[config.mk]
export PLATFORM = sky130hd
export DESIGN_NAME = neighbor_exchange_schedule_core
export DESIGN_NICKNAME = d
export VERILOG_FILES = /design/src/nes_pkg.sv /design/src/nes_front.sv /design/src/nes_queue.sv /design/src/nes_back.sv /design/src/neighbor_exchange_schedule_core.sv
export SDC_FILE = /design/constraint.sdc
export NUM_CORES = 1
export LEC_CHECK = 0
export ABC_CLOCK_PERIOD_IN_PS = 5600
export BUFFER_PORTS_ARGS = -buffer_cell sky130_fd_sc_hd__buf_2
export CAP_MARGIN = 5
export CORE_MARGIN = 8
export CORE_UTILIZATION = 35
export CTS_CLUSTER_SIZE = 40
export DETAILED_ROUTE_END_ITERATION = 8
export GPL_TIMING_DRIVEN = 0
export MAX_ROUTING_LAYER = met4
export SLEW_MARGIN = 20
export SYNTH_ARGS = -nofsm -noshare
export SYNTH_HDL_FRONTEND = slang
export SYNTH_HIERARCHICAL = 1
export SYNTH_SLANG_ARGS = --single-unit
[constraint.sdc]
create_clock -name clk -period 5.6 [get_ports clk]
set_input_delay 0.56 -clock clk [delete_from_list [all_inputs] [get_ports clk]]
set_output_delay 0.56 -clock clk [all_outputs]
set_load 0.01 [all_outputs]
[src/nes_pkg.sv]
// Types, constants and helper functions of the neighbor exchange schedule block.
// No dependencies; used by every module of the block.
package nes_pkg;

  // Fixed limits.
  localparam int MAX_NODES   = 32;
  localparam int REACH_LIMIT = 16;
  localparam int QUEUE_DEPTH = 2;
  localparam int QPTR_W      = $clog2(QUEUE_DEPTH);
  localparam int QCNT_W      = $clog2(QUEUE_DEPTH + 1);

  // Field and register widths.
  localparam int RANK_W     = 5;
  localparam int CNT_W      = 6;
  localparam int MODE_W     = 3;
  localparam int REACH_W    = 5;
  localparam int CFG_IDX_W  = 3;
  localparam int CFG_DATA_W = 6;

  // Operation kinds on the result channel.
  localparam logic OP_SEND = 1'b0;
  localparam logic OP_RECV = 1'b1;

  // Topology modes; codes 6 and 7 are unused and give no results.
  typedef enum logic [MODE_W-1:0] {
    MODE_EMPTY    = 3'd0,
    MODE_STAR     = 3'd1,
    MODE_RING     = 3'd2,
    MODE_COMPLETE = 3'd3,
    MODE_KRING    = 3'd4,
    MODE_TORUS    = 3'd5
  } mode_t;

  // Configuration register indexes.
  typedef enum logic [CFG_IDX_W-1:0] {
    CFG_MODE    = 3'd0,
    CFG_NODES   = 3'd1,
    CFG_REACH   = 3'd2,
    CFG_HEIGHT  = 3'd3,
    CFG_WIDTH   = 3'd4
  } cfg_reg_t;

  // Kind of schedule handed from the front end to the sequencer.
  typedef enum logic [2:0] {
    JOB_STAR_ROOT,
    JOB_STAR_LEAF,
    JOB_RING,
    JOB_COMPLETE,
    JOB_KRING,
    JOB_TORUS
  } job_t;

  typedef enum logic [1:0] {
    F_IDLE,
    F_EVAL,
    F_DIV,
    F_PUSH
  } front_state_t;

  typedef enum logic {
    B_IDLE,
    B_RUN
  } back_state_t;

  // Phases of the complete-graph schedule: sends below the rank, receives, sends above.
  typedef enum logic [1:0] {
    PH_LOW,
    PH_SELF,
    PH_HIGH
  } cplx_phase_t;

  // Current configuration as seen by the front end.
  typedef struct packed {
    logic [MODE_W-1:0]  mode;
    logic [CNT_W-1:0]   node_count;
    logic [REACH_W-1:0] ring_reach;
    logic [CNT_W-1:0]   torus_h;
    logic [CNT_W-1:0]   torus_w;
  } cfg_t;

  // Classified request waiting in the queue.
  typedef struct packed {
    job_t              job;
    logic [RANK_W-1:0] rank;
    logic [CNT_W-1:0]  size;
    logic [3:0]        reach_m1;
    logic [RANK_W-1:0] pa;
    logic [RANK_W-1:0] pb;
    logic              even;
    logic [RANK_W-1:0] pc;
    logic [RANK_W-1:0] pd;
    logic              even2;
  } desc_t;

  typedef struct packed {
    logic              kind;
    logic [RANK_W-1:0] peer;
  } op_t;

  // Bit r of entry i-1 is the parity of r / i, for i from 1 to 16.
  localparam logic [31:0] PAR_TBL [REACH_LIMIT] = '{
    32'hAAAAAAAA, 32'hCCCCCCCC, 32'h38E38E38, 32'hF0F0F0F0,
    32'h3E0F83E0, 32'hC0FC0FC0, 32'h0FE03F80, 32'hFF00FF00,
    32'hF803FE00, 32'hC00FFC00, 32'h003FF800, 32'h00FFF000,
    32'h03FFE000, 32'h0FFFC000, 32'h3FFF8000, 32'hFFFF0000
  };

  // One step of a four-operation exchange with forward neighbor a and backward neighbor b.
  function automatic op_t xchg_op(input logic [1:0] sub, input logic even,
                                  input logic [RANK_W-1:0] a, input logic [RANK_W-1:0] b);
    op_t op;
    unique case (sub)
      2'd0: begin
        op.kind = even ? OP_SEND : OP_RECV;
        op.peer = even ? a : b;
      end
      2'd1: begin
        op.kind = even ? OP_RECV : OP_SEND;
        op.peer = even ? b : a;
      end
      2'd2: begin
        op.kind = even ? OP_SEND : OP_RECV;
        op.peer = even ? b : a;
      end
      default: begin
        op.kind = even ? OP_RECV : OP_SEND;
        op.peer = even ? a : b;
      end
    endcase
    return op;
  endfunction

endpackage

[src/nes_front.sv]
// Front end of the neighbor exchange block: accepts a rank, checks it against the
// topology and builds a schedule descriptor for the queue. Depends on nes_pkg.
module nes_front
  import nes_pkg::*;
(
  input  logic              clk,
  input  logic              rst_n,
  input  logic              in_valid,
  output logic              in_stall,
  input  logic [RANK_W-1:0] in_node_rank,
  input  cfg_t              cfg,
  output logic              push,
  output desc_t             push_desc,
  input  logic              full
);

  front_state_t      state_r, state_nxt;
  logic [RANK_W-1:0] rank_r;
  logic [RANK_W-1:0] rem_r;
  logic [RANK_W-1:0] row_r;
  logic [CNT_W-1:0]  hw_r;
  desc_t             desc_r;

  logic [CNT_W-1:0]   size;
  logic [CNT_W-1:0]   size_m1;
  logic [REACH_W-1:0] reach;
  logic [REACH_W-1:0] reach_m1;
  logic [11:0]        hw_full;
  logic               in_range;
  logic [RANK_W-1:0]  ring_fwd;
  logic [RANK_W-1:0]  ring_bwd;
  logic               eval_drop;
  logic               eval_div;
  desc_t              eval_desc;
  logic               accept;

  // Torus coordinates and neighbors, valid once the division has finished.
  logic               rem_ge;
  logic [RANK_W-1:0]  base;
  logic [CNT_W-1:0]   col_p1;
  logic [CNT_W-1:0]   w_m1;
  logic [6:0]         up_sum;
  logic [6:0]         dn_sum;
  desc_t              torus_desc;

  assign accept = in_valid && !in_stall;

  // Saturated node count and reach.
  always_comb begin
    size     = (cfg.node_count > CNT_W'(MAX_NODES)) ? CNT_W'(MAX_NODES) : cfg.node_count;
    size_m1  = size - CNT_W'(1);
    reach    = (cfg.ring_reach > REACH_W'(REACH_LIMIT)) ? REACH_W'(REACH_LIMIT)
                                                        : cfg.ring_reach;
    reach_m1 = reach - REACH_W'(1);
    hw_full  = {6'd0, cfg.torus_h} * {6'd0, cfg.torus_w};
    in_range = {1'b0, rank_r} < size;
    ring_fwd = ({1'b0, rank_r} + CNT_W'(1) == size) ? '0 : rank_r + RANK_W'(1);
    ring_bwd = (rank_r == '0) ? size_m1[RANK_W-1:0] : rank_r - RANK_W'(1);
  end

  // Classify the accepted rank.
  always_comb begin
    eval_desc          = '0;
    eval_desc.rank     = rank_r;
    eval_desc.size     = size;
    eval_desc.reach_m1 = reach_m1[3:0];
    eval_desc.pa       = ring_fwd;
    eval_desc.pb       = ring_bwd;
    eval_desc.even     = ~rank_r[0];
    eval_desc.job      = JOB_RING;
    eval_drop          = 1'b1;
    eval_div           = 1'b0;
    unique case (cfg.mode)
      MODE_STAR: begin
        eval_drop     = !in_range || (rank_r == '0 && size == CNT_W'(1));
        eval_desc.job = (rank_r == '0) ? JOB_STAR_ROOT : JOB_STAR_LEAF;
      end
      MODE_RING: begin
        eval_drop     = !in_range;
        eval_desc.job = JOB_RING;
      end
      MODE_COMPLETE: begin
        eval_drop     = !in_range || size == CNT_W'(1);
        eval_desc.job = JOB_COMPLETE;
      end
      MODE_KRING: begin
        eval_drop     = !in_range || cfg.ring_reach == '0;
        eval_desc.job = JOB_KRING;
      end
      MODE_TORUS: begin
        eval_drop = hw_full == '0 || hw_full > 12'(MAX_NODES) || {7'd0, rank_r} >= hw_full;
        eval_div  = !eval_drop;
      end
      default: begin
        eval_drop = 1'b1;
      end
    endcase
  end

  // Torus neighbors from row = quotient and col = remainder.
  always_comb begin
    rem_ge   = {1'b0, rem_r} >= cfg.torus_w;
    base     = rank_r - rem_r;
    col_p1   = {1'b0, rem_r} + CNT_W'(1);
    w_m1     = cfg.torus_w - CNT_W'(1);
    up_sum   = {2'b0, rank_r} + {1'b0, cfg.torus_w};
    dn_sum   = {2'b0, rank_r} + {1'b0, hw_r} - {1'b0, cfg.torus_w};

    torus_desc       = '0;
    torus_desc.job   = JOB_TORUS;
    torus_desc.rank  = rank_r;
    torus_desc.size  = hw_r;
    torus_desc.pa    = (col_p1 == cfg.torus_w) ? base : rank_r + RANK_W'(1);
    torus_desc.pb    = (rem_r == '0) ? base + w_m1[RANK_W-1:0] : rank_r - RANK_W'(1);
    torus_desc.even  = ~rem_r[0];
    torus_desc.pc    = (up_sum >= {1'b0, hw_r}) ? 5'(up_sum - {1'b0, hw_r}) : up_sum[4:0];
    torus_desc.pd    = ({1'b0, rank_r} >= cfg.torus_w) ? rank_r - cfg.torus_w[RANK_W-1:0]
                                                       : dn_sum[4:0];
    torus_desc.even2 = ~row_r[0];
  end

  // Next state.
  always_comb begin
    state_nxt = state_r;
    unique case (state_r)
      F_IDLE: begin
        if (accept) state_nxt = F_EVAL;
      end
      F_EVAL: begin
        if (eval_drop)     state_nxt = F_IDLE;
        else if (eval_div) state_nxt = F_DIV;
        else               state_nxt = F_PUSH;
      end
      F_DIV: begin
        if (!rem_ge) state_nxt = F_PUSH;
      end
      default: begin
        if (!full) state_nxt = F_IDLE;
      end
    endcase
  end

  // Outputs.
  always_comb begin
    in_stall  = state_r != F_IDLE;
    push      = state_r == F_PUSH && !full;
    push_desc = desc_r;
  end

  always_ff @(posedge clk) begin
    if (!rst_n) begin
      state_r <= F_IDLE;
    end else begin
      state_r <= state_nxt;
    end
  end

  // Working registers: rank, division by repeated subtraction, descriptor.
  always_ff @(posedge clk) begin
    if (accept) rank_r <= in_node_rank;
    if (state_r == F_EVAL) begin
      rem_r <= rank_r;
      row_r <= '0;
      hw_r  <= hw_full[CNT_W-1:0];
      if (!eval_div) desc_r <= eval_desc;
    end
    if (state_r == F_DIV) begin
      if (rem_ge) begin
        rem_r <= rem_r - cfg.torus_w[RANK_W-1:0];
        row_r <= row_r + RANK_W'(1);
      end else begin
        desc_r <= torus_desc;
      end
    end
  end

endmodule

[src/nes_queue.sv]
// Short descriptor queue between the front end and the sequencer.
// Depends on nes_pkg for the descriptor type and depth.
module nes_queue
  import nes_pkg::*;
(
  input  logic  clk,
  input  logic  rst_n,
  input  logic  push,
  input  desc_t push_desc,
  output logic  full,
  input  logic  pop,
  output desc_t head,
  output logic  empty
);

  desc_t             slot_r [QUEUE_DEPTH];
  logic [QPTR_W-1:0] wr_ptr_r;
  logic [QPTR_W-1:0] rd_ptr_r;
  logic [QCNT_W-1:0] cnt_r;

  assign full  = cnt_r == QCNT_W'(QUEUE_DEPTH);
  assign empty = cnt_r == '0;
  assign head  = slot_r[rd_ptr_r];

  // Pointers and fill count.
  always_ff @(posedge clk) begin
    if (!rst_n) begin
      wr_ptr_r <= '0;
      rd_ptr_r <= '0;
      cnt_r    <= '0;
    end else begin
      if (push) begin
        wr_ptr_r <= (wr_ptr_r == QPTR_W'(QUEUE_DEPTH - 1)) ? '0 : wr_ptr_r + QPTR_W'(1);
      end
      if (pop) begin
        rd_ptr_r <= (rd_ptr_r == QPTR_W'(QUEUE_DEPTH - 1)) ? '0 : rd_ptr_r + QPTR_W'(1);
      end
      if (push && !pop)      cnt_r <= cnt_r + QCNT_W'(1);
      else if (pop && !push) cnt_r <= cnt_r - QCNT_W'(1);
    end
  end

  // Storage.
  always_ff @(posedge clk) begin
    if (push) slot_r[wr_ptr_r] <= push_desc;
  end

endmodule

[src/nes_back.sv]
// Sequencer of the neighbor exchange block (depends on nes_pkg): walks one descriptor
// and emits one operation per cycle into the output register while it is not stalled.
module nes_back
  import nes_pkg::*;
(
  input  logic              clk,
  input  logic              rst_n,
  input  logic              empty,
  input  desc_t             head,
  output logic              pop,
  output logic              out_valid,
  input  logic              out_stall,
  output logic              out_op_kind,
  output logic [RANK_W-1:0] out_peer_node,
  output logic              out_last_op
);

  back_state_t       state_r, state_nxt;
  job_t              job_r;
  logic [RANK_W-1:0] rank_r;
  logic [CNT_W-1:0]  size_r;
  logic [3:0]        km_r;
  logic [3:0]        xm_r;
  logic [RANK_W-1:0] pa_r, pb_r, pc_r, pd_r;
  logic              even_r, even2_r, second_r;
  logic [1:0]        sub_r;
  logic [CNT_W-1:0]  c_r;
  cplx_phase_t       phase_r;

  logic              out_valid_r;
  logic              out_kind_r;
  logic [RANK_W-1:0] out_peer_r;
  logic              out_last_r;

  logic              can_emit;
  logic              emit;
  op_t               xop;
  logic              cur_kind;
  logic [RANK_W-1:0] cur_peer;
  logic              cur_last;

  // Next sequencer values after the current operation.
  logic [1:0]        sub_nxt;
  logic [3:0]        xm_nxt;
  logic [RANK_W-1:0] pa_nxt, pb_nxt;
  logic              even_nxt, second_nxt;
  logic [CNT_W-1:0]  c_nxt;
  cplx_phase_t       phase_nxt;

  logic [6:0]        c_p1, c_p2, self_nxt, size_ext, rank_ext;
  logic [3:0]        xm_p1;

  assign can_emit = !out_valid_r || !out_stall;

  // Current operation and the step after it.
  always_comb begin
    xop      = xchg_op(sub_r, even_r, pa_r, pb_r);
    c_p1     = {1'b0, c_r} + 7'd1;
    c_p2     = {1'b0, c_r} + 7'd2;
    size_ext = {1'b0, size_r};
    rank_ext = {2'b0, rank_r};
    self_nxt = (c_p1 == rank_ext) ? c_p2 : c_p1;
    xm_p1    = xm_r + 4'd1;

    cur_kind   = xop.kind;
    cur_peer   = xop.peer;
    cur_last   = 1'b0;
    sub_nxt    = sub_r + 2'd1;
    xm_nxt     = xm_r;
    pa_nxt     = pa_r;
    pb_nxt     = pb_r;
    even_nxt   = even_r;
    second_nxt = second_r;
    c_nxt      = c_p1[CNT_W-1:0];
    phase_nxt  = phase_r;

    unique case (job_r)
      JOB_STAR_ROOT: begin
        cur_kind = OP_RECV;
        cur_peer = c_r[RANK_W-1:0];
        cur_last = c_p1 == size_ext;
      end
      JOB_STAR_LEAF: begin
        cur_kind = OP_SEND;
        cur_peer = '0;
        cur_last = 1'b1;
      end
      JOB_RING: begin
        cur_last = sub_r == 2'd1;
      end
      JOB_COMPLETE: begin
        cur_peer = c_r[RANK_W-1:0];
        unique case (phase_r)
          PH_LOW: begin
            cur_kind = OP_SEND;
            if (c_p1 == rank_ext) begin
              phase_nxt = PH_SELF;
              c_nxt     = '0;
            end
          end
          PH_SELF: begin
            cur_kind = OP_RECV;
            cur_last = self_nxt >= size_ext && rank_ext + 7'd1 >= size_ext;
            if (self_nxt >= size_ext) begin
              phase_nxt = PH_HIGH;
              c_nxt     = {1'b0, rank_r} + CNT_W'(1);
            end else begin
              c_nxt = self_nxt[CNT_W-1:0];
            end
          end
          default: begin
            cur_kind = OP_SEND;
            cur_last = c_p1 == size_ext;
          end
        endcase
      end
      JOB_KRING: begin
        cur_last = sub_r == 2'd3 && xm_r == km_r;
        if (sub_r == 2'd3) begin
          xm_nxt   = xm_p1;
          pa_nxt   = ({1'b0, pa_r} + CNT_W'(1) == size_r) ? '0 : pa_r + RANK_W'(1);
          pb_nxt   = (pb_r == '0) ? 5'(size_r - CNT_W'(1)) : pb_r - RANK_W'(1);
          even_nxt = ~PAR_TBL[xm_p1][rank_r];
        end
      end
      default: begin
        cur_last = sub_r == 2'd3 && second_r;
        if (sub_r == 2'd3) begin
          pa_nxt     = pc_r;
          pb_nxt     = pd_r;
          even_nxt   = even2_r;
          second_nxt = 1'b1;
        end
      end
    endcase
  end

  // Next state.
  always_comb begin
    state_nxt = state_r;
    unique case (state_r)
      B_IDLE: begin
        if (!empty) state_nxt = B_RUN;
      end
      default: begin
        if (can_emit && cur_last) state_nxt = B_IDLE;
      end
    endcase
  end

  // Outputs.
  always_comb begin
    pop           = state_r == B_IDLE && !empty;
    emit          = state_r == B_RUN && can_emit;
    out_valid     = out_valid_r;
    out_op_kind   = out_kind_r;
    out_peer_node = out_peer_r;
    out_last_op   = out_last_r;
  end

  always_ff @(posedge clk) begin
    if (!rst_n) begin
      state_r     <= B_IDLE;
      out_valid_r <= 1'b0;
    end else begin
      state_r <= state_nxt;
      if (emit)           out_valid_r <= 1'b1;
      else if (!out_stall) out_valid_r <= 1'b0;
    end
  end

  // Sequencer registers: loaded from the queue head, stepped on each emitted item.
  always_ff @(posedge clk) begin
    if (pop) begin
      job_r    <= head.job;
      rank_r   <= head.rank;
      size_r   <= head.size;
      km_r     <= head.reach_m1;
      xm_r     <= '0;
      pa_r     <= head.pa;
      pb_r     <= head.pb;
      pc_r     <= head.pc;
      pd_r     <= head.pd;
      even_r   <= head.even;
      even2_r  <= head.even2;
      second_r <= 1'b0;
      sub_r    <= '0;
      c_r      <= (head.job == JOB_STAR_ROOT || head.rank == '0) ? CNT_W'(1) : '0;
      phase_r  <= (head.rank == '0) ? PH_SELF : PH_LOW;
    end else if (emit) begin
      sub_r    <= sub_nxt;
      xm_r     <= xm_nxt;
      pa_r     <= pa_nxt;
      pb_r     <= pb_nxt;
      even_r   <= even_nxt;
      second_r <= second_nxt;
      c_r      <= c_nxt;
      phase_r  <= phase_nxt;
    end
    if (emit) begin
      out_kind_r <= cur_kind;
      out_peer_r <= cur_peer;
      out_last_r <= cur_last;
    end
  end

endmodule

[src/neighbor_exchange_schedule_core.sv]
// Neighbor exchange schedule: for a node rank, emits that node's ordered send and
// receive operations for the configured topology (star, ring, complete, k-reach
// ring, torus). Each result item carries op_kind, peer_node and last_op.
// Input channel in_*: one rank per item. Result channel out_*: one operation per
// item, last_op set on the final one. A rank that is out of range, or a mode with
// no operations, produces no result items at all.
// With the sequencer idle, the first operation of a rank reaches out_* through
// classify, queue write, sequencer load and output register; a torus rank also goes
// through a row/column split by repeated subtraction after classify. The sequencer
// then emits one operation per cycle while the output is not stalled, and loads the
// next descriptor from the queue only once the current schedule is done; a schedule
// holds at most 64 operations. The front end takes no new rank until it has dropped
// or pushed the last one, and it waits while the two-entry queue is full.
// Configuration is written through cfg_we/cfg_index/cfg_wdata; the user must write it
// only while the block is idle, which the block itself does not enforce. Reset
// (rst_n low, synchronous) empties the queue and output register and sets mode empty
// with all other configuration registers at 1. A stalled output item holds, and the
// sequencer and then the queue and the input channel back up behind it.
// Depends on nes_pkg, nes_front, nes_queue and nes_back.
module neighbor_exchange_schedule_core
  import nes_pkg::*;
(
  input  logic                  clk,
  input  logic                  rst_n,
  input  logic                  in_valid,
  output logic                  in_stall,
  input  logic [RANK_W-1:0]     in_node_rank,
  output logic                  out_valid,
  input  logic                  out_stall,
  output logic                  out_op_kind,
  output logic [RANK_W-1:0]     out_peer_node,
  output logic                  out_last_op,
  input  logic                  cfg_we,
  input  logic [CFG_IDX_W-1:0]  cfg_index,
  input  logic [CFG_DATA_W-1:0] cfg_wdata
);

  logic [MODE_W-1:0]  mode_r;
  logic [CNT_W-1:0]   nodes_r;
  logic [REACH_W-1:0] reach_r;
  logic [CNT_W-1:0]   height_r;
  logic [CNT_W-1:0]   width_r;
  cfg_t               cfg;

  logic  q_push, q_full, q_pop, q_empty;
  desc_t q_in, q_head;

  // Configuration registers.
  always_ff @(posedge clk) begin
    if (!rst_n) begin
      mode_r   <= MODE_EMPTY;
      nodes_r  <= CNT_W'(1);
      reach_r  <= REACH_W'(1);
      height_r <= CNT_W'(1);
      width_r  <= CNT_W'(1);
    end else if (cfg_we) begin
      unique case (cfg_index)
        CFG_MODE:   mode_r   <= cfg_wdata[MODE_W-1:0];
        CFG_NODES:  nodes_r  <= cfg_wdata[CNT_W-1:0];
        CFG_REACH:  reach_r  <= cfg_wdata[REACH_W-1:0];
        CFG_HEIGHT: height_r <= cfg_wdata[CNT_W-1:0];
        CFG_WIDTH:  width_r  <= cfg_wdata[CNT_W-1:0];
        default: begin
        end
      endcase
    end
  end

  assign cfg = '{mode: mode_r, node_count: nodes_r, ring_reach: reach_r,
                 torus_h: height_r, torus_w: width_r};

  nes_front u_front (
    .clk          (clk),
    .rst_n        (rst_n),
    .in_valid     (in_valid),
    .in_stall     (in_stall),
    .in_node_rank (in_node_rank),
    .cfg          (cfg),
    .push         (q_push),
    .push_desc    (q_in),
    .full         (q_full)
  );

  nes_queue u_queue (
    .clk       (clk),
    .rst_n     (rst_n),
    .push      (q_push),
    .push_desc (q_in),
    .full      (q_full),
    .pop       (q_pop),
    .head      (q_head),
    .empty     (q_empty)
  );

  nes_back u_back (
    .clk           (clk),
    .rst_n         (rst_n),
    .empty         (q_empty),
    .head          (q_head),
    .pop           (q_pop),
    .out_valid     (out_valid),
    .out_stall     (out_stall),
    .out_op_kind   (out_op_kind),
    .out_peer_node (out_peer_node),
    .out_last_op   (out_last_op)
  );

endmodule

==> Yosys cells after proc, flatten, opt, wreduce, memory -nomap -nowiden <==
Memory sizes are Yosys's and may differ from the RTL's. A register that Yosys moved wholly into a read port is not among the register bits.
Cells that the tools add are included.
{ "classes": {"add_sub_neg": 30, "bitwise": 7, "n_eq_ne": 35, "multipliers": 1, "div": 0, "mux": 87, "reduce_logical": 59, "n_lt_le_gt_ge": 12, "shift": 0} }
{ "ops": {"columns": ["cell", "n"], "rows": [
  ["$mux 40", 4],
  ["$mux 5", 24],
  ["$mux 32", 2],
  ["$mux 6", 6],
  ["$add 5x1->6 const B", 5],
  ["$pmux 5 s2", 3],
  ["$logic_not 5->1", 5],
  ["$sub 5x1->5 const B", 5],
  ["$sub 5x5->5", 5],
  ["$mux 1", 24],
  ["$mux 2", 11],
  ["$eq 3x2->1 const B", 6],
  ["$eq 6x6->1", 3],
  ["$pmux 6 s3", 1],
  ["$add 5x1->5 const B", 3],
  ["$ge 7x6->1", 2],
  ["$eq 3x3->1 const B", 4],
  ["$ge 5x12->1", 1],
  ["$ge 5x6->1", 2],
  ["$gt 12x6->1 const B", 1],
  ["$logic_not 12->1", 1],
  ["$mul 6x6->12", 1],
  ["$pmux 6 s2", 1],
  ["$reduce_and 3->1", 4],
  ["other kinds (49)", 107]
]} }
{ "totals": {"n_memories": 2, "wordCells": 276, "latchBits": 0, "rom_bits": 512, "ram_bits": 80, "reg_bits": 157} }
{ "mem_list": {"columns": ["memory", "depth", "width", "read_ports", "rd_clocked_by_memory_dff", "write_ports", "line", "text"], "rows": [
  ["(name not given)", 16, 32, 1, 0, 0, "nes_back.sv:123", "even_nxt = ~PAR_TBL[xm_p1][rank_r];"],
  ["u_queue.slot_r", 2, 40, 1, 1, 1, "nes_queue.sv:16", "desc_t slot_r [QUEUE_DEPTH];"]
]} }

==> Longest topological paths before layout <==
Gate-level depths: netlist of run 1.
{ "logic_depth": {"word_depth": 12, "ltp_mapped": 17, "depth_no_buf": 16} }

==> Cells and area by module <==
The synthesis of run 1 kept the hierarchy.
{ "by_module_without_submodules": {"columns": ["mod", "area_each_um2", "instances", "seq_area_each_um2", "cells_each"], "rows": [
  ["nes_front", 5786.8, 1, 1291.2, 671],
  ["nes_back", 4808.4, 1, 1831.8, 515],
  ["nes_queue", 3091.7, 1, 2502.4, 146],
  ["neighbor_exchange_schedule_core", 1027.2, 1, 520.5, 96]
]} }

==> Worst setup path before layout of run 1 <==
OpenSTA, ideal clock, no wires.
{ "synth_timing": {"path_kind": "reg-to-reg", "startpoint": "register width_r[1]", "endpoint": "register u_front.desc_r, in the netlist u_front/push_desc[32]", "setup_ns": 0.121, "stages_incl_launch_ff": 15, "arrival_ns": 4.860, "setup_slack_ns": 0.619, "synth_period_minus_slack_ns": 4.981, "n_path_buf": 1, "path_cell_list": "dfxtp_1 nand2_1 fa_1 fa_1 fa_1 inv_1 ha_1 a21o_1 a221o_1 mux2i_1 or4_4 or4_1 buf_2 a21oi_4 mux2_2"} }
{ "synth_between": {"elab_chain_len": 10, "word_cells_on_any_way": 13} }
{ "synth_rtl": {"columns": ["element", "line", "text"], "rows": [
  ["from (decl)", "neighbor_exchange_schedule_core.sv:42", "logic [CNT_W-1:0] width_r;"],
  ["from (signal assigned)", "neighbor_exchange_schedule_core.sv:62", "CFG_WIDTH: width_r <= cfg_wdata[CNT_W-1:0];"],
  ["$mul 6x6->12", "nes_front.sv:55", "hw_full = {6'd0, cfg.torus_h} * {6'd0, cfg.torus_w};"],
  ["$gt 12x6->1 or $logic_not 12->1 (tied branches)", "nes_front.sv:91", "eval_drop = hw_full == '0 || hw_full > 12'(MAX_NODES) || {7'd0, rank_r} >= hw_full;"],
  ["$logic_or 1x1->1 (2 in a row)", "nes_front.sv:91", null],
  ["$logic_not 1->1", "nes_front.sv:92", "eval_div = !eval_drop;"],
  ["$mux 1", "nes_front.sv:73", "unique case (cfg.mode)"],
  ["$mux 40", "nes_front.sv:165", "if (!eval_div) desc_r <= eval_desc;"],
  ["$mux 40", "nes_front.sv:161", "if (state_r == F_EVAL) begin"],
  ["$mux 40", "nes_front.sv:168", "if (rem_ge) begin"],
  ["$mux 40 *", "nes_front.sv:167", "if (state_r == F_DIV) begin"],
  ["to (signal assigned)", "nes_front.sv:165", null],
  ["to (signal assigned)", "nes_front.sv:172", "desc_r <= torus_desc;"],
  ["to (decl)", "nes_front.sv:22", "desc_t desc_r;"]
]} }
Mark *: on every way between the ends. The rest lies on a longest branch, timed or not.
A chain may end at the register's enable or synchronous reset.

==> Worst setup path after layout of run 1 <==
{ "layout_timing": {"startpoint": "register width_r[4]", "endpoint": "register u_front.desc_r, in the netlist u_front/push_desc[35]"} }
The elaborated chain is that of the path after synthesis.

==> results of run 1 <==
## power groups by stage
stage,Combinational (uW),Clock [uW],Sequential [uW]
floorplan,2350,0,2580
global placement,3010,0,2700
detailed placement,3080,0,2720
CTS,3110,1760,2680
global route,3470,1820,2730
finish,3110,1710,2680
## repair_timing
| item | CTS | global route |
|---|---|---|
| endpoints found under the setup margin | 36 | 10 |
| pin swaps | 0 | 1 |
| setup buffers | 0 | 1 |
| gates resized for setup | 5 | 7 |
## synth_stat cells, types with 14 or more instances
| library cell | n |
|---|---|
| edfxtp_1 | 146 |
| nand2_1 | 124 |
| ha_1 | 112 |
| inv_1 | 107 |
| dfxtp_1 | 88 |
| nor2_1 | 82 |
| a21oi_1 | 79 |
| xnor2_1 | 61 |
| mux2_2 | 51 |
| mux2i_1 | 50 |
| o21ai_0 | 50 |
| nand3_1 | 38 |
| xor2_1 | 34 |
| clkbuf_1 | 33 |
| and2_1 | 31 |
| fa_1 | 27 |
| buf_2 | 21 |
| nor2b_1 | 21 |
| nor3_1 | 16 |
| a21o_1 | 15 |
| a211oi_1 | 14 |
| nand2b_1 | 14 |
## sequential cells by signal (all words and copies together), names as in the netlist, 4 cells and up, named ones only
name	cells
u_front/push_desc	40
u_back/pd_r	5
nodes_r	6
u_back/pb_r	5
width_r	6
u_back/km_r	4
u_front/rem_r	5
reach_r	5
u_back/rank_r	5
u_back/out_peer_node	5
u_back/pa_r	5
height_r	6
u_queue/slot_r	80
u_back/c_r	6
u_back/xm_r	4
u_front/rank_r	5
u_back/pc_r	5
u_back/size_r	6
u_front/hw_r	6
## kinds of logic (layout without fill, tap and decap cells)
kind of cell | count (synthesis) | after routing
AO/OA/AOI/OAI | 292 | 292
XOR/XNOR | 95 | 95
adder cells (fa/ha/maj) | 140 | 140
buffers and inverters | 173 | 251
flip-flops | 234 | 234
multiplexers | 103 | 103
AND/OR/NAND/NOR | 391 | 391
## layer usage
| layer | up-vias | part of all wire [%] | GRT usage [%] |
|---|---|---|---|
| met5 | - | 0 | - |
| met4 | 0 | 3.1 | 4.649 |
| met3 | 80 | 4.0 | 1.865 |
| met2 | 258 | 48 | 25.58 |
| met1 | 5116 | 44 | 18.20 |
| li1 | 5263 | - | - |
## critical path, cell delays in order (launching register included)
cell and delay [ns]:
dfxtp_1 0.39, clkbuf_4 0.25, nand2_1 0.09, fa_1 0.51
fa_1 0.54, fa_1 0.56, inv_1 0.04, ha_1 0.36
a21o_1 0.22, a221o_1 0.35, mux2i_1 0.13, or4_4 0.45
or4_1 0.58, buf_2 0.21, a21oi_4 0.24, mux2_2 0.36
## worst max path at each step
stage                                                to                    start  cells after the start
after global placement    u_front/push_desc[25]$_DFF_P_  width_r[3]$_SDFFE_PN0P_                     15
after global routing      u_front/push_desc[33]$_DFF_P_  width_r[4]$_SDFFE_PN0P_                     15
after floorplan           u_front/push_desc[32]$_DFF_P_  width_r[1]$_SDFFE_PN0P_                     14
final                     u_front/push_desc[35]$_DFF_P_  width_r[4]$_SDFFE_PN0P_                     15
after detailed placement  u_front/push_desc[25]$_DFF_P_  width_r[3]$_SDFFE_PN0P_                     15
after CTS                 u_front/push_desc[36]$_DFF_P_  width_r[5]$_SDFFE_PN0P_                     14
## through the flow
stage | cells | utilization (%)
final | 2045 | 39.50
after global routing | 2045 | 39.50
after CTS | 2044 | 39.46
after detailed placement | 1997 | 37.38
after global placement | 1994 | 37.17
after floorplan | 1428 | -
## cell type report
| class | instances | area [um^2] | area share [%] |
|---|---|---|---|
| Buffer | 64 | 312.8 | 1.896 |
| Clock buffer | 38 | 737.0 | 4.468 |
| Clock inverter | 10 | 123.9 | 0.7509 |
| Inverter | 108 | 405.4 | 2.458 |
| Multi-Input combinational cell | 1021 | 7880 | 47.77 |
| Sequential cell | 234 | 6152 | 37.30 |
| Tap cell | 539 | 674.4 | 4.088 |
| Timing Repair Buffer | 31 | 210.2 | 1.274 |
==> metrics.cfg, run 1 <==
[final_layout]
nFillCells = 4075
mostFrequentLayoutCells = 146 x edfxtp_1, 124 x nand2_1, 112 x ha_1
nets = 1644
final_area_um2 = 16500
area_growth_pct = 12.11
final_common_cell = edfxtp_1
drive_gt1_share_pct = 12.28
diodes = 0

[sta]
fin_skew_ns = 0.01210
relSlewSlack_pct = 38.65
hold_viol_final = 0
hold_slack_ns = 0.2137
setup_tns_ns = 0
period_needed_ns = 5.414
finalMaxSlewViolations = 0
post-route-period-util_pct = 96.68
setup-violations-final = 0
tightest_slew_ns = 0.9179
fin_ws_ns = 0.1858
fmax_mhz = 184.7
rsz0062_at_grt = false

[critical_path]
critPathKind = flip-flop to flip-flop
r2r-end = u_front/push_desc[35]$_DFF_P_
crit-reg2reg-launch = width_r[4]$_SDFFE_PN0P_
path_max_fanout = 9
worstSetupStartpointType = flip-flop
r2r_setup_slack_ns = 0.19
crit_required_ns = 6.01
rr_worst_depth = 15
arrival_ns = 5.82
worst_setup_path_end_kind = flip-flop

[clock_tree]
clockBufferDepth = 3
h-tree-depth = 1
hold_buffers = 0
clk_pin_slew_ns = 0.06
clkLatencyLatePin_ns = 0.53
root_buffer = clkbuf_16
clock-sinks = 234
cts_tree = yes
numCtsBuffers = 26

[pwr]
clock_power_share_pct = 22.8
total_power_uw = 7511
peakVddDrop_mv = 0.2177
swShare_pct = 37.40
combPwrFrac_pct = 41.5
pwr-share-seq_pct = 35.7
p_sw_uw = 2809
p_per_area_nw_per_um2 = 455.3
intPower_uw = 4702
power_leakage_uw = 0.006578

[floorplan]
initial_core_util_pct = 35.24
die_x_um = 221.0
die-area_um2 = 48860
row_count = 75
core-area_um2 = 41760
die_h_um = 221.0
pin_count = 28

[run_status]
status = finished clean

[place]
hpwl_um = 27480
place_congestion = 0.9108
portBuffers = 27
place_area_um2 = 15610
pre_cts_ws_ns = -0.2744

[yosys]
synthCells = 1428
yosys-mux-area-fraction_pct = 7.611
synth_area_um2 = 14710
async_flop_share_pct = 0
synth-edff-count = 146
seq_area_frac_synth_pct = 41.77
ys_seq_elements = 234
synthXorXnorAreaFrac_pct = 5.655
syn-num-nets = 1586
synthAdderAreaFrac_pct = 13.27
yosysTopAreaCellShare_pct = 29.80
synth_compound_area_share_pct = 13.40
synth_top_family_by_area = simple AND/OR/NAND/NOR gates
synth.distinct_cells = 87
synth_warnings = 6
yosysTopAreaCell = edfxtp_1
synth.avg_cell_area_um2 = 10.30
yosys.area_share.simple_pct = 13.45
synth_area_leaders = edfxtp_1 30%, dfxtp_1 12%, ha_1 9.5%
synthFlopType = edfxtp_1

[hold_path]
hold_class = primary input to flip-flop
worstHoldStart = in_node_rank[0]
min_to = u_front/rank_r[0]$_DFFE_PP_
min_path_cells = 1

[global_route]
grt-ovfl-total = 0
grt_max_degree = 31
track_usage_pct = 14.92
antenna_found_initial = 0
grt_pass1_wl_um = 58560
grt_pass1_vias = 10890

[drt]
wl_per_cell_um = 17.77
ant_nets = 0
vias = 10720
routed_wl_um = 36330
drc = 0
first_pass_iters = 7
vias_per_cell = 5.241
drt_iter0_drc = 665

[job]
maxCapViolations = 0

No activity file was read; power rests on OpenSTA's default activity.
==> inputs of run 2 (changes only) <==
Settings changed: HOLD_SLACK_MARGIN set to 0.12, PLACE_DENSITY_LB_ADDON set to 0.25.
==> run 2 against run 1 <==
  * Via count fell by 0.93%
  * Final area rose by 0.47%
  * Hold slack got worse by 0.014 ns
  * Clock-buffer cell count fell by 6
  * Die area did not move
  * Largest power group unchanged
==> metrics.cfg, run 2 (synthesis gave the netlist of run 1 again) <==
[run_status]
status = finished clean  ; unchanged

[critical_path]
arrival_ns = 5.83  ; was 5.82 ns
cpMostUsedCell = fa_1  ; unchanged
path_cells = buf_2 > nand2_1 > fa_1 > fa_1 > fa_1 > inv_1 > ha_1 > a21o_1 > a221o_1 > mux2i_1 > or4_4 > or4_1 > buf_2 > a21oi_4 > mux2_2  ; was clkbuf_4 > nand2_1 > fa_1 > fa_1 > fa_1 > inv_1 > ha_1 > a21o_1 > a221o_1 > mux2i_1 > or4_4 > or4_1 > buf_2 > a21oi_4 > mux2_2
cp_top_family = adder cells  ; unchanged
crit_buf_inv = 3  ; unchanged
crit_required_ns = 6.03  ; was 6.01 ns
rr_worst_depth = 15  ; unchanged
worstSetupStartpointType = flip-flop  ; unchanged
r2r-end = u_front/push_desc[33]$_DFF_P_  ; was u_front/push_desc[35]$_DFF_P_
cpMaxStageDelayCell = fa_1  ; was or4_1
r2r_setup_slack_ns = 0.20  ; was 0.19 ns
worst_setup_path_end_kind = flip-flop  ; unchanged
critPathKind = flip-flop to flip-flop  ; unchanged
path_max_fanout = 8  ; was 9
critPathMaxStageDelay_ns = 0.55  ; was 0.58 ns
crit-reg2reg-launch = width_r[3]$_SDFFE_PN0P_  ; was width_r[4]$_SDFFE_PN0P_

[final_layout]
drive_gt1_share_pct = 12.93  ; was 12.28%
top_register = u_queue/slot_r  ; unchanged
mostFrequentLayoutCells = 146 x edfxtp_1, 124 x nand2_1, 112 x ha_1  ; unchanged
diodes = 0  ; unchanged
final_area_um2 = 16570  ; was 16,500 um^2
layout.cells.non_filler = 2047  ; was 2,045
nFillCells = 4098  ; was 4,075
area_growth_pct = 12.64  ; was 12.11%
final_common_cell = edfxtp_1  ; unchanged
ff_latch_area_um2 = 6153  ; was 6152 um^2
largest_reg_flops = 80  ; unchanged
nets = 1645  ; was 1,644
multiInputGateArea_um2 = 7889  ; was 7880 um^2

[sta]
relSlewSlack_pct = 42.16  ; was 38.65%
tightest_slew_ns = 0.8654  ; was 0.9179 ns
post-route-period-util_pct = 96.38  ; was 96.68%
fmax_mhz = 185.3  ; was 184.7 MHz
finalMaxSlewViolations = 0  ; unchanged
rsz0062_at_grt = false  ; unchanged
setup-violations-final = 0  ; unchanged
period_needed_ns = 5.397  ; was 5.414 ns
fin_skew_ns = 0.02179  ; was 0.01210 ns
hold_viol_final = 0  ; unchanged

[drt]
drc = 0  ; unchanged
wl_per_cell_um = 17.84  ; was 17.77 um
first_pass_iters = 5  ; was 7
vias_per_cell = 5.187  ; was 5.241
ant_nets = 0  ; unchanged
drt_iter0_drc = 664  ; was 665
vias = 10620  ; was 10,720
routed_wl_um = 36520  ; was 36,330 um

[floorplan]
die_x_um = 221.0  ; unchanged
initial_core_util_pct = 35.24  ; unchanged
pin_count = 28  ; unchanged
core-area_um2 = 41760  ; unchanged
row_count = 75  ; unchanged
die-area_um2 = 48860  ; unchanged
die_h_um = 221.0  ; unchanged

[clock_tree]
hold_buffers = 0  ; unchanged
cts_tree = yes  ; unchanged
clk_pin_slew_ns = 0.06  ; about the same
clockBufferDepth = 3  ; unchanged
clkLatencyLatePin_ns = 0.54  ; was 0.53 ns
h-tree-depth = 1  ; unchanged
numCtsBuffers = 27  ; was 26
clock-sinks = 234  ; unchanged
root_buffer = clkbuf_16  ; unchanged

[global_route]
grt_pass1_wl_um = 58950  ; was 58,560 um
track_usage_pct = 15.03  ; was 14.92%
grt-ovfl-total = 0  ; unchanged
antenna_found_initial = 0  ; unchanged
grt_max_degree = 29  ; was 31
grt_pass1_vias = 10660  ; was 10,890

[job]
maxCapViolations = 0  ; unchanged

[pwr]
power_leakage_uw = 0.006618  ; was 0.006578 uW
total_power_uw = 7579  ; was 7511 uW
p_per_area_nw_per_um2 = 457.3  ; was 455.3 nW/um^2
peakVddDrop_mv = 0.2401  ; was 0.2177 mV

[hold_path]
min_path_cells = 1  ; unchanged
worstHoldStart = in_node_rank[4]  ; was in_node_rank[0]
hold_class = primary input to flip-flop  ; unchanged
min_to = u_front/rank_r[4]$_DFFE_PP_  ; was u_front/rank_r[0]$_DFFE_PP_

[place]
place_congestion = 0.8834  ; was 0.9108
hpwl_um = 28020  ; was 27,480 um
portBuffers = 27  ; unchanged
place_area_um2 = 15610  ; unchanged
dpl.cell_count = 1997  ; unchanged

==> run 2: through the flow <==
stage	hold WS (ns)	setup TNS (ns)	setup WS [ns]	utilization, %
3_3_place_gp	0.4343	-9.332	-0.3801	37.17
5_1_grt	0.1786	0	0.008146	39.69
4_1_cts	0.1771	0	0.001743	39.63
3_5_place_dp	0.4436	-8.795	-0.3531	37.38
6_report	0.2000	0	0.2026	39.69
2_1_floorplan	0.4191	0	0.6191	-
==> run 2: where the power goes <==
| part | internal, uW | total [uW] | switching [uW] | leakage [uW] |
|---|---|---|---|---|
| registers | 2340 | 2680 | 344 | 0.00208 |
| clock network | 1060 | 1800 | 739 | 0.000462 |
| logic | 1320 | 3100 | 1790 | 0.00408 |
| total | 4710 | 7580 | 2870 | 0.00662 |
==> run 2: cell type report <==
| class | instances | share of cell area [%] |
|---|---|---|
| Inverter | 108 | 2.446 |
| Sequential cell | 234 | 37.13 |
| Timing Repair Buffer | 31 | 1.268 |
| Clock inverter | 18 | 0.9210 |
| Buffer | 64 | 1.872 |
| Tap cell | 539 | 4.069 |
| Multi-Input combinational cell | 1021 | 47.60 |
| Clock buffer | 32 | 4.696 |
==> run 2: metal layers <==
layer  part of all wire, %  global-route usage [%]
met5                     0                       -
met4                   2.6                   3.831
met3                   4.0                   2.024
met2                    49                   26.20
met1                    44                   18.20
==> run 2: timing repair <==
action / in CTS / in global routing
setup endpoints to repair: 38 / 26
gates cloned: 0 / 0
pin swaps: 0 / 1
setup buffers: 0 / 1
gates resized for setup: 5 / 9
hold endpoints to repair: 0 / 0
==> run 2: worst reg2reg max path, stage by stage, from the launching register on <==
cell     delay [ns]
dfxtp_2        0.42
buf_2          0.26
nand2_1        0.10
fa_1           0.49
fa_1           0.55
fa_1           0.55
inv_1          0.04
ha_1           0.37
a21o_1         0.22
a221o_1        0.36
mux2i_1        0.13
or4_4          0.46
or4_1          0.55
buf_2          0.20
a21oi_4        0.23
mux2_2         0.36
==> run 2: worst max path at each step <==
| stage | from | endpoint | slack [ns] | cells after the start |
|---|---|---|---|---|
| 2_1_floorplan | width_r[1]$_SDFFE_PN0P_ | u_front/push_desc[32]$_DFF_P_ | 0.62 | 14 |
| 3_3_place_gp | width_r[4]$_SDFFE_PN0P_ | u_front/push_desc[25]$_DFF_P_ | -0.38 | 15 |
| 3_5_place_dp | width_r[4]$_SDFFE_PN0P_ | u_front/push_desc[25]$_DFF_P_ | -0.35 | 15 |
| 4_1_cts | width_r[4]$_SDFFE_PN0P_ | u_front/push_desc[33]$_DFF_P_ | 0.002 | 15 |
| 5_1_grt | width_r[3]$_SDFFE_PN0P_ | u_front/push_desc[33]$_DFF_P_ | 0.008 | 15 |
| 6_report | width_r[3]$_SDFFE_PN0P_ | u_front/push_desc[33]$_DFF_P_ | 0.20 | 15 |
